### src/design/pidhb_pkg.sv
`timescale 1ns / 1ps

package pidhb_pkg;

    localparam int ANGLE_W = 16;
    localparam int ERR_W   = ANGLE_W + 1;
    localparam int DIFF_W  = ERR_W + 1;
    localparam int SUM_W   = 32;
    localparam int GAIN_W  = 16;
    localparam int DUTY_W  = 16;
    localparam int CFG_IDX_W = 2;

    // shared multiplier: unsigned A operand times signed B operand
    localparam int MUL_A_W = 24;
    localparam int MUL_B_W = SUM_W + 1;
    localparam int PROD_W  = MUL_A_W + 1 + MUL_B_W;

    localparam int ACC_W   = 51;
    localparam int DRIVE_W = 7;
    localparam int DRIVE_MAX = 100;

    // floor(x / 100) = (x * RECIP_100) >> RECIP_SHIFT, exact for x < 2^23
    localparam int SCALED_W    = 23;
    localparam int RECIP_SHIFT = 30;
    localparam logic [MUL_A_W-1:0] RECIP_100 = 24'd10737419;

    typedef enum logic [1:0] {
        CFG_GAIN_PROP  = 2'd0,
        CFG_GAIN_INTEG = 2'd1,
        CFG_GAIN_DERIV = 2'd2,
        CFG_PWM_TOP    = 2'd3
    } cfg_idx_t;

    typedef enum logic [3:0] {
        ST_IDLE,
        ST_PREP,
        ST_MUL_P,
        ST_MUL_I,
        ST_MUL_D,
        ST_ACC,
        ST_CLAMP,
        ST_SCALE,
        ST_DIV,
        ST_DONE
    } state_t;

endpackage

### src/design/pidhb_mul.sv
`timescale 1ns / 1ps

module pidhb_mul (
    input  logic                                  aclk,
    input  logic                                  en,
    input  logic [pidhb_pkg::MUL_A_W-1:0]         op_a,
    input  logic signed [pidhb_pkg::MUL_B_W-1:0]  op_b,
    output logic signed [pidhb_pkg::PROD_W-1:0]   prod
);
    import pidhb_pkg::*;

    logic signed [PROD_W-1:0] prod_reg;

    always_ff @(posedge aclk) begin
        if (en) begin
            prod_reg <= $signed({1'b0, op_a}) * op_b;
        end
    end

    assign prod = prod_reg;

endmodule

### src/design/pid_position_hbridge_drive.sv
`timescale 1ns / 1ps
// Channel   Direction  Handshake            Payload
// s_        in         s_tvalid / s_tready  s_tdata: setpoint, measured_angle
// m_        out        m_tvalid / m_tready  m_tdata: duty_right, duty_left
// cfg_      in         cfg_wr_en            cfg_index, cfg_wdata (no read-back)
//
// Each word steps through PREP, MUL_P, MUL_I, MUL_D, ACC, CLAMP, SCALE, DIV and
// DONE. The single 25x33 multiplier is used five times in sequence (three
// gains, pwm_top scaling, divide by 100), and a new word is taken only in IDLE.
// Synchronous active-low reset clears the gains to their defaults and the
// integral and previous-error state. A stalled result holds the sequencer in
// its last step; s_tready is low until the word is handed on.

module pid_position_hbridge_drive (
    input  logic                                  aclk,
    input  logic                                  aresetn,
    input  logic                                  s_tvalid,
    output logic                                  s_tready,
    input  logic [31:0]                           s_tdata,   // setpoint, measured_angle
    output logic                                  m_tvalid,
    input  logic                                  m_tready,
    output logic [31:0]                           m_tdata,   // duty_right, duty_left
    input  logic                                  cfg_wr_en,
    input  logic [pidhb_pkg::CFG_IDX_W-1:0]       cfg_index,
    input  logic [pidhb_pkg::GAIN_W-1:0]          cfg_wdata
);
    import pidhb_pkg::*;

    state_t state_reg, state_next;

    logic [GAIN_W-1:0] gain_prop_reg, gain_integ_reg, gain_deriv_reg, pwm_top_reg;

    logic signed [ERR_W-1:0]  err_reg;
    logic signed [ERR_W-1:0]  prev_err_reg;
    logic signed [SUM_W-1:0]  err_sum_reg;
    logic signed [DIFF_W-1:0] diff_reg;
    logic signed [ACC_W-1:0]  acc_reg;
    logic [DRIVE_W-1:0]       drive_reg;

    logic                     m_tvalid_reg;
    logic [DUTY_W-1:0]        duty_right_reg, duty_left_reg;

    logic                     mul_en;
    logic [MUL_A_W-1:0]       mul_a;
    logic signed [MUL_B_W-1:0] mul_b;
    logic signed [PROD_W-1:0] prod;

    logic signed [SUM_W:0]    sum_wide;
    logic signed [SUM_W-1:0]  sum_sat;
    logic signed [ACC_W-8:0]  acc_neg;
    logic signed [ACC_W-8:0]  drive_raw;
    logic [DRIVE_W-1:0]       drive_clamped;
    logic [DUTY_W-1:0]        quot;
    logic                     load_out;

    assign s_tready = (state_reg == ST_IDLE);
    assign m_tvalid = m_tvalid_reg;
    assign m_tdata  = {duty_left_reg, duty_right_reg};

    // configuration registers
    always_ff @(posedge aclk) begin
        if (!aresetn) begin
            gain_prop_reg  <= GAIN_W'(256);
            gain_integ_reg <= '0;
            gain_deriv_reg <= '0;
            pwm_top_reg    <= GAIN_W'(1023);
        end else if (cfg_wr_en) begin
            case (cfg_idx_t'(cfg_index))
                CFG_GAIN_PROP:  gain_prop_reg  <= cfg_wdata;
                CFG_GAIN_INTEG: gain_integ_reg <= cfg_wdata;
                CFG_GAIN_DERIV: gain_deriv_reg <= cfg_wdata;
                CFG_PWM_TOP:    pwm_top_reg    <= cfg_wdata;
                default: ;
            endcase
        end
    end

    // saturating integral
    always_comb begin
        sum_wide = {err_sum_reg[SUM_W-1], err_sum_reg} + (SUM_W+1)'(err_reg);
        if (sum_wide[SUM_W] != sum_wide[SUM_W-1]) begin
            sum_sat = sum_wide[SUM_W] ? {1'b1, {(SUM_W-1){1'b0}}}
                                      : {1'b0, {(SUM_W-1){1'b1}}};
        end else begin
            sum_sat = sum_wide[SUM_W-1:0];
        end
    end

    // floor(acc / 256), steered by error sign, clamped to 0..100
    always_comb begin
        acc_neg   = -$signed({acc_reg[ACC_W-1], acc_reg[ACC_W-1:8]});
        drive_raw = err_reg[ERR_W-1] ? acc_neg
                                     : $signed({acc_reg[ACC_W-1], acc_reg[ACC_W-1:8]});
        if (drive_raw[ACC_W-8]) begin
            drive_clamped = '0;
        end else if (drive_raw > (ACC_W-7)'(DRIVE_MAX)) begin
            drive_clamped = DRIVE_W'(DRIVE_MAX);
        end else begin
            drive_clamped = drive_raw[DRIVE_W-1:0];
        end
    end

    assign quot = prod[RECIP_SHIFT +: DUTY_W];

    // operand select for the shared multiplier
    always_comb begin
        mul_en = 1'b1;
        mul_a  = '0;
        mul_b  = '0;
        case (state_reg)
            ST_MUL_P: begin
                mul_a = MUL_A_W'(gain_prop_reg);
                mul_b = MUL_B_W'(err_reg);
            end
            ST_MUL_I: begin
                mul_a = MUL_A_W'(gain_integ_reg);
                mul_b = MUL_B_W'(err_sum_reg);
            end
            ST_MUL_D: begin
                mul_a = MUL_A_W'(gain_deriv_reg);
                mul_b = MUL_B_W'(diff_reg);
            end
            ST_SCALE: begin
                mul_a = MUL_A_W'(pwm_top_reg);
                mul_b = $signed({{(MUL_B_W-DRIVE_W){1'b0}}, drive_reg});
            end
            ST_DIV: begin
                mul_a = RECIP_100;
                mul_b = $signed({{(MUL_B_W-SCALED_W){1'b0}}, prod[SCALED_W-1:0]});
            end
            default: mul_en = 1'b0;
        endcase
    end

    pidhb_mul u_mul (
        .aclk (aclk),
        .en   (mul_en),
        .op_a (mul_a),
        .op_b (mul_b),
        .prod (prod)
    );

    assign load_out = (state_reg == ST_DONE) && (!m_tvalid_reg || m_tready);

    // sequencer
    always_ff @(posedge aclk) begin
        if (!aresetn) begin
            state_reg <= ST_IDLE;
        end else begin
            state_reg <= state_next;
        end
    end

    always_comb begin
        state_next = state_reg;
        case (state_reg)
            ST_IDLE:  if (s_tvalid) state_next = ST_PREP;
            ST_PREP:  state_next = ST_MUL_P;
            ST_MUL_P: state_next = ST_MUL_I;
            ST_MUL_I: state_next = ST_MUL_D;
            ST_MUL_D: state_next = ST_ACC;
            ST_ACC:   state_next = ST_CLAMP;
            ST_CLAMP: state_next = ST_SCALE;
            ST_SCALE: state_next = ST_DIV;
            ST_DIV:   state_next = ST_DONE;
            ST_DONE:  if (load_out) state_next = ST_IDLE;
            default:  state_next = ST_IDLE;
        endcase
    end

    // loop state
    always_ff @(posedge aclk) begin
        if (!aresetn) begin
            prev_err_reg <= '0;
            err_sum_reg  <= '0;
        end else if (state_reg == ST_PREP) begin
            prev_err_reg <= err_reg;
            err_sum_reg  <= sum_sat;
        end
    end

    // datapath
    always_ff @(posedge aclk) begin
        case (state_reg)
            ST_IDLE: begin
                err_reg <= ERR_W'($signed(s_tdata[15:0])) - ERR_W'($signed(s_tdata[31:16]));
            end
            ST_PREP: begin
                diff_reg <= DIFF_W'(err_reg) - DIFF_W'(prev_err_reg);
            end
            ST_MUL_P: acc_reg <= '0;
            ST_MUL_I, ST_MUL_D, ST_ACC: acc_reg <= acc_reg + prod[ACC_W-1:0];
            ST_CLAMP: drive_reg <= drive_clamped;
            default: ;
        endcase
    end

    // result register
    always_ff @(posedge aclk) begin
        if (!aresetn) begin
            m_tvalid_reg <= 1'b0;
        end else if (load_out) begin
            m_tvalid_reg <= 1'b1;
        end else if (m_tready) begin
            m_tvalid_reg <= 1'b0;
        end
    end

    always_ff @(posedge aclk) begin
        if (load_out) begin
            duty_right_reg <= (!err_reg[ERR_W-1] && err_reg != '0) ? quot : '0;
            duty_left_reg  <= err_reg[ERR_W-1] ? quot : '0;
        end
    end

    a_accept_starts: assert property (@(posedge aclk) disable iff (!aresetn)
        (s_tvalid && s_tready) |=> (state_reg == ST_PREP))
        else $error("accepted word did not start the sequence");

    a_one_side: assert property (@(posedge aclk) disable iff (!aresetn)
        m_tvalid |-> (duty_right_reg == '0 || duty_left_reg == '0))
        else $error("both bridge sides driven");

    a_drive_range: assert property (@(posedge aclk) disable iff (!aresetn)
        (state_reg == ST_SCALE) |-> (drive_reg <= DRIVE_W'(DRIVE_MAX)))
        else $error("drive above full scale");

    a_no_overwrite: assert property (@(posedge aclk) disable iff (!aresetn)
        (m_tvalid && !m_tready) |=> $stable(duty_right_reg) && $stable(duty_left_reg))
        else $error("pending result overwritten");

endmodule
### config.mk
export PLATFORM = sky130hd
export DESIGN_NAME = pid_position_hbridge_drive
export DESIGN_NICKNAME = d
export VERILOG_FILES = /design/src/design/pidhb_pkg.sv /design/src/design/pidhb_mul.sv /design/src/design/pid_position_hbridge_drive.sv
export SDC_FILE = /design/constraint.sdc
export NUM_CORES = 2
export LEC_CHECK = 0
export BUFFER_PORTS_ARGS = -buffer_cell sky130_fd_sc_hd__buf_2
export CORE_MARGIN = 2
export CORE_UTILIZATION = 55
export CTS_CLUSTER_DIAMETER = 120
export DETAILED_ROUTE_END_ITERATION = 16
export PLACE_DENSITY = 0.71
export SLEW_MARGIN = 0
export SYNTH_ARGS = -nofsm -noshare
export SYNTH_HDL_FRONTEND = slang
export SYNTH_SLANG_ARGS = --single-unit
### constraint.sdc
create_clock -name aclk -period 10.5 [get_ports aclk]
set_input_delay 0.525 -clock aclk [delete_from_list [all_inputs] [get_ports aclk]]
set_output_delay 0.525 -clock aclk [all_outputs]
set_load 0.005 [all_outputs]
==> summary.md <==
| Metric | Value |
|---|---|
| Router iterations before antenna repair | `6` |
| Slew HR | `15.8%` |
| Synth unique cells | `85` |
| Power per cell area | `97.0 nW/µm²` |
| Clock skew | `0.0239 ns` |
| Max-cap violation count | `0` |
| Sequential-to-total area share from yosys stat | `18.9%` |
| # clock sinks | `294` |
| Worst-path fanout max | `21` |
| Post-CTS Resized | `0` |
| Routed vias/inst | `5.63` |
| Synth async-reset ratio | `0%` |
| Switching Share | `36.1%` |
| Worst Reg-to-Reg Cells | `31` |
| Final wirelength | `110000 µm` |
| TritonCTS buffer count | `37` |
| Run status | `finished, final reports clean` |
| CTS root buffer | `clkbuf_16` |
| Clock share of power | `30.4%` |
| Design Power | `4210 µW` |
| # DRC | `0` |
| DP HPWL | `88700 µm` |
| Ratio of cells with drive above 1 in the final layout | `5.58%` |
| Synth warnings | `0` |
| Critical path depth | `31` |
| Clk buf depth | `3` |
| Drt wl/cell | `19.6 µm` |
| RSZ-0062 raised after global routing | `no` |
| Crit path capture | `u_mul.prod[48]` |
| F_max | `0.103 GHz` |
| Setup TNS | `0 ns` |
| Gate power share | `34.8%` |
| CTS clk-pin slew, worst paths | `0.06 ns` |
| Pin count of the biggest net entering global routing | `91` |
| Worst EP required | `10.81 ns` |
| Core Box Area | `73000 µm²` |
| CTS tree | `yes` |
| Port buffer count | `88` |
| Slew of the pin with the lowest slew margin | `1.26 ns` |
| I/O Pins | `89` |
| Register-to-Register Setup Slack | `0.76 ns` |
| Peak VDD IR | `0.148 mV` |
| Tmin final | `9.74 ns` |
| Critical path class | `flop to flop` |
| Vias in the first global route | `31800` |
| Final Max Slew Viols | `0` |
| CP peak stage delay | `0.67 ns` |
| Antenna diodes | `0` |
| Mapped cell area | `40600 µm²` |
| CP top delay family | `adder cells` |
| Internal power | `2690 µW` |
| Row cnt | `99` |
| Most common cell after layout, fill and taps aside | `inv_1` |
| WP buf/inv | `8` |
| # setup viols final | `0` |
| Synth Register Bits | `294` |
| Crit path launch type | `flop` |
| Number of synthesized flops with an enable pin | `176` |
| First-pass GRT wire length | `175000 µm` |
| Antenna violations before repair | `3` |
| Mapped Cells | `4592` |
| Ys flop type | `edfxtp_1` |
| ANT nets after route | `0` |
| GRT overflow | `0` |
| Worst setup EP type | `flop` |
| Global-route usage over all layers | `29.9%` |
| Buffer count from post-CTS setup fixing | `0` |
| H-tree levels | `2` |
| Psw | `1520 µW` |
| Part of the cycle the worst path needs | `92.8%` |
| Nets | `5612` |
| Hold Crit Class | `input port to flop` |
| Placer Congestion | `1.02` |
| Clock Latency Late Sink | `0.56 ns` |
| Synth-to-Final Area Change | `6.99%` |
| Die Height | `276 µm` |
| Initial Util | `55.6%` |
| Iter 0 DRT Violations | `2666` |
| Die area | `75900 µm²` |
| Most used cell, CP | `fa_1` |
| Most frequent cells in the layout | `inv_1, fa_1, nand2_1` |
| CP Data Arrival Time | `10.05 ns` |
| Endpoints failing hold | `0` |
| Average cell area after synthesis | `8.83 µm²` |
| Vias | `31600` |
| Die Wd | `276 µm` |
| FF-to-FF Start | `state_reg[3]` |
| CP max-delay cell | `nand2_1` |
| Crit. Startpoint | `state_reg[3]` |
| Worst reg2reg path endpoint | `u_mul.prod[48]` |
| Sequential share of power | `34.9%` |
| Hold buffers post-CTS | `0` |
| Lkg Pwr | `0.0201 µW` |
[through the flow]
step	instance area, µm²	instances	setup WS [ns]	util [%]	hold WS, ns
final	43400	5617	0.759	59.5	0.240
after global routing	43400	5617	0.268	59.5	0.249
after CTS	43400	5617	0.878	59.5	0.219
after detailed placement	42200	5550	0.878	57.8	0.458
after global placement	42200	5550	1.02	57.8	0.450
after floorplan	40700	4618	1.71	-	0.440
[tightest hold or removal path, cell delays in order]
cell	delay [ns]
buf_2	0.11
nand2_1	0.05
nand3_1	0.07
[final cells by class]
cell class	instances	area [µm²]
fillers	6453	29600
multi-input cells	3251	29100
flip-flops and latches	294	7650
inverters	898	3370
well taps	959	1200
clock buffers	45	966
repair buffers	148	891
clock inverters	22	236
[kinds of logic (layout without fill, tap and decap cells)]
logic type | after synthesis | count (layout) | share of synthesized area (%)
buf+inv | 1073 | 1113 | 9.94
compound gates | 703 | 703 | 11.3
simple gates | 1393 | 1393 | 15.5
xor+xnor | 161 | 161 | 3.48
mux | 9 | 9 | 0.234
other cells | 2 | 28 | 0.0185
fa+ha+maj | 957 | 957 | 40.7
flops | 294 | 294 | 18.9
[power by group through the flow]
stage | combinational, µW | sequential [µW] | clock [µW]
floorplan | 1090 | 1440 | 0
global placement | 1410 | 1490 | 0
detailed placement | 1430 | 1490 | 0
CTS | 1430 | 1470 | 1300
global route | 1630 | 1480 | 1340
finish | 1460 | 1470 | 1280
[synthesized netlist by cell type, drive strengths merged, types with 58 or more instances]
library cell / number / area share (%)
inv: 898 / 8.3
fa: 612 / 30
nand2: 589 / 5.5
nor2: 417 / 3.9
ha: 315 / 9.7
a21oi: 202 / 2.5
edfxtp: 176 / 13
clkbuf: 156 / 1.4
o21ai: 120 / 1.5
dfxtp: 118 / 5.8
xnor2: 93 / 2.0
a21o: 89 / 1.6
a21boi: 82 / 1.5
xor2: 68 / 1.5
nand3: 63 / 0.78
and2: 58 / 0.89
[metal layers]
layer | GRT usage (%) | part of all wire, % | vias up
met2 | 46.5 | 44 | 1345
met5 | 0 | 0.021 | -
met4 | 9.96 | 3.5 | 4
li1 | - | - | 14700
met1 | 40.1 | 42 | 15300
met3 | 8.74 | 11 | 240
[how the worst min path moves through the flow]
stage          cells past startpoint  slack (ns)              from                  to
4_1_cts                            3        0.22      cfg_wdata[3]      pwm_top_reg[3]
3_5_place_dp                       2        0.46  prev_err_reg[11]    prev_err_reg[11]
6_report                           3        0.24      cfg_wdata[3]      pwm_top_reg[3]
3_3_place_gp                       2        0.45   prev_err_reg[9]     prev_err_reg[9]
2_1_floorplan                      2        0.44    pwm_top_reg[0]      pwm_top_reg[0]
5_1_grt                            3        0.25     cfg_wdata[12]  gain_deriv_reg[12]
Note: power is estimated with default switching activity, not from simulation.
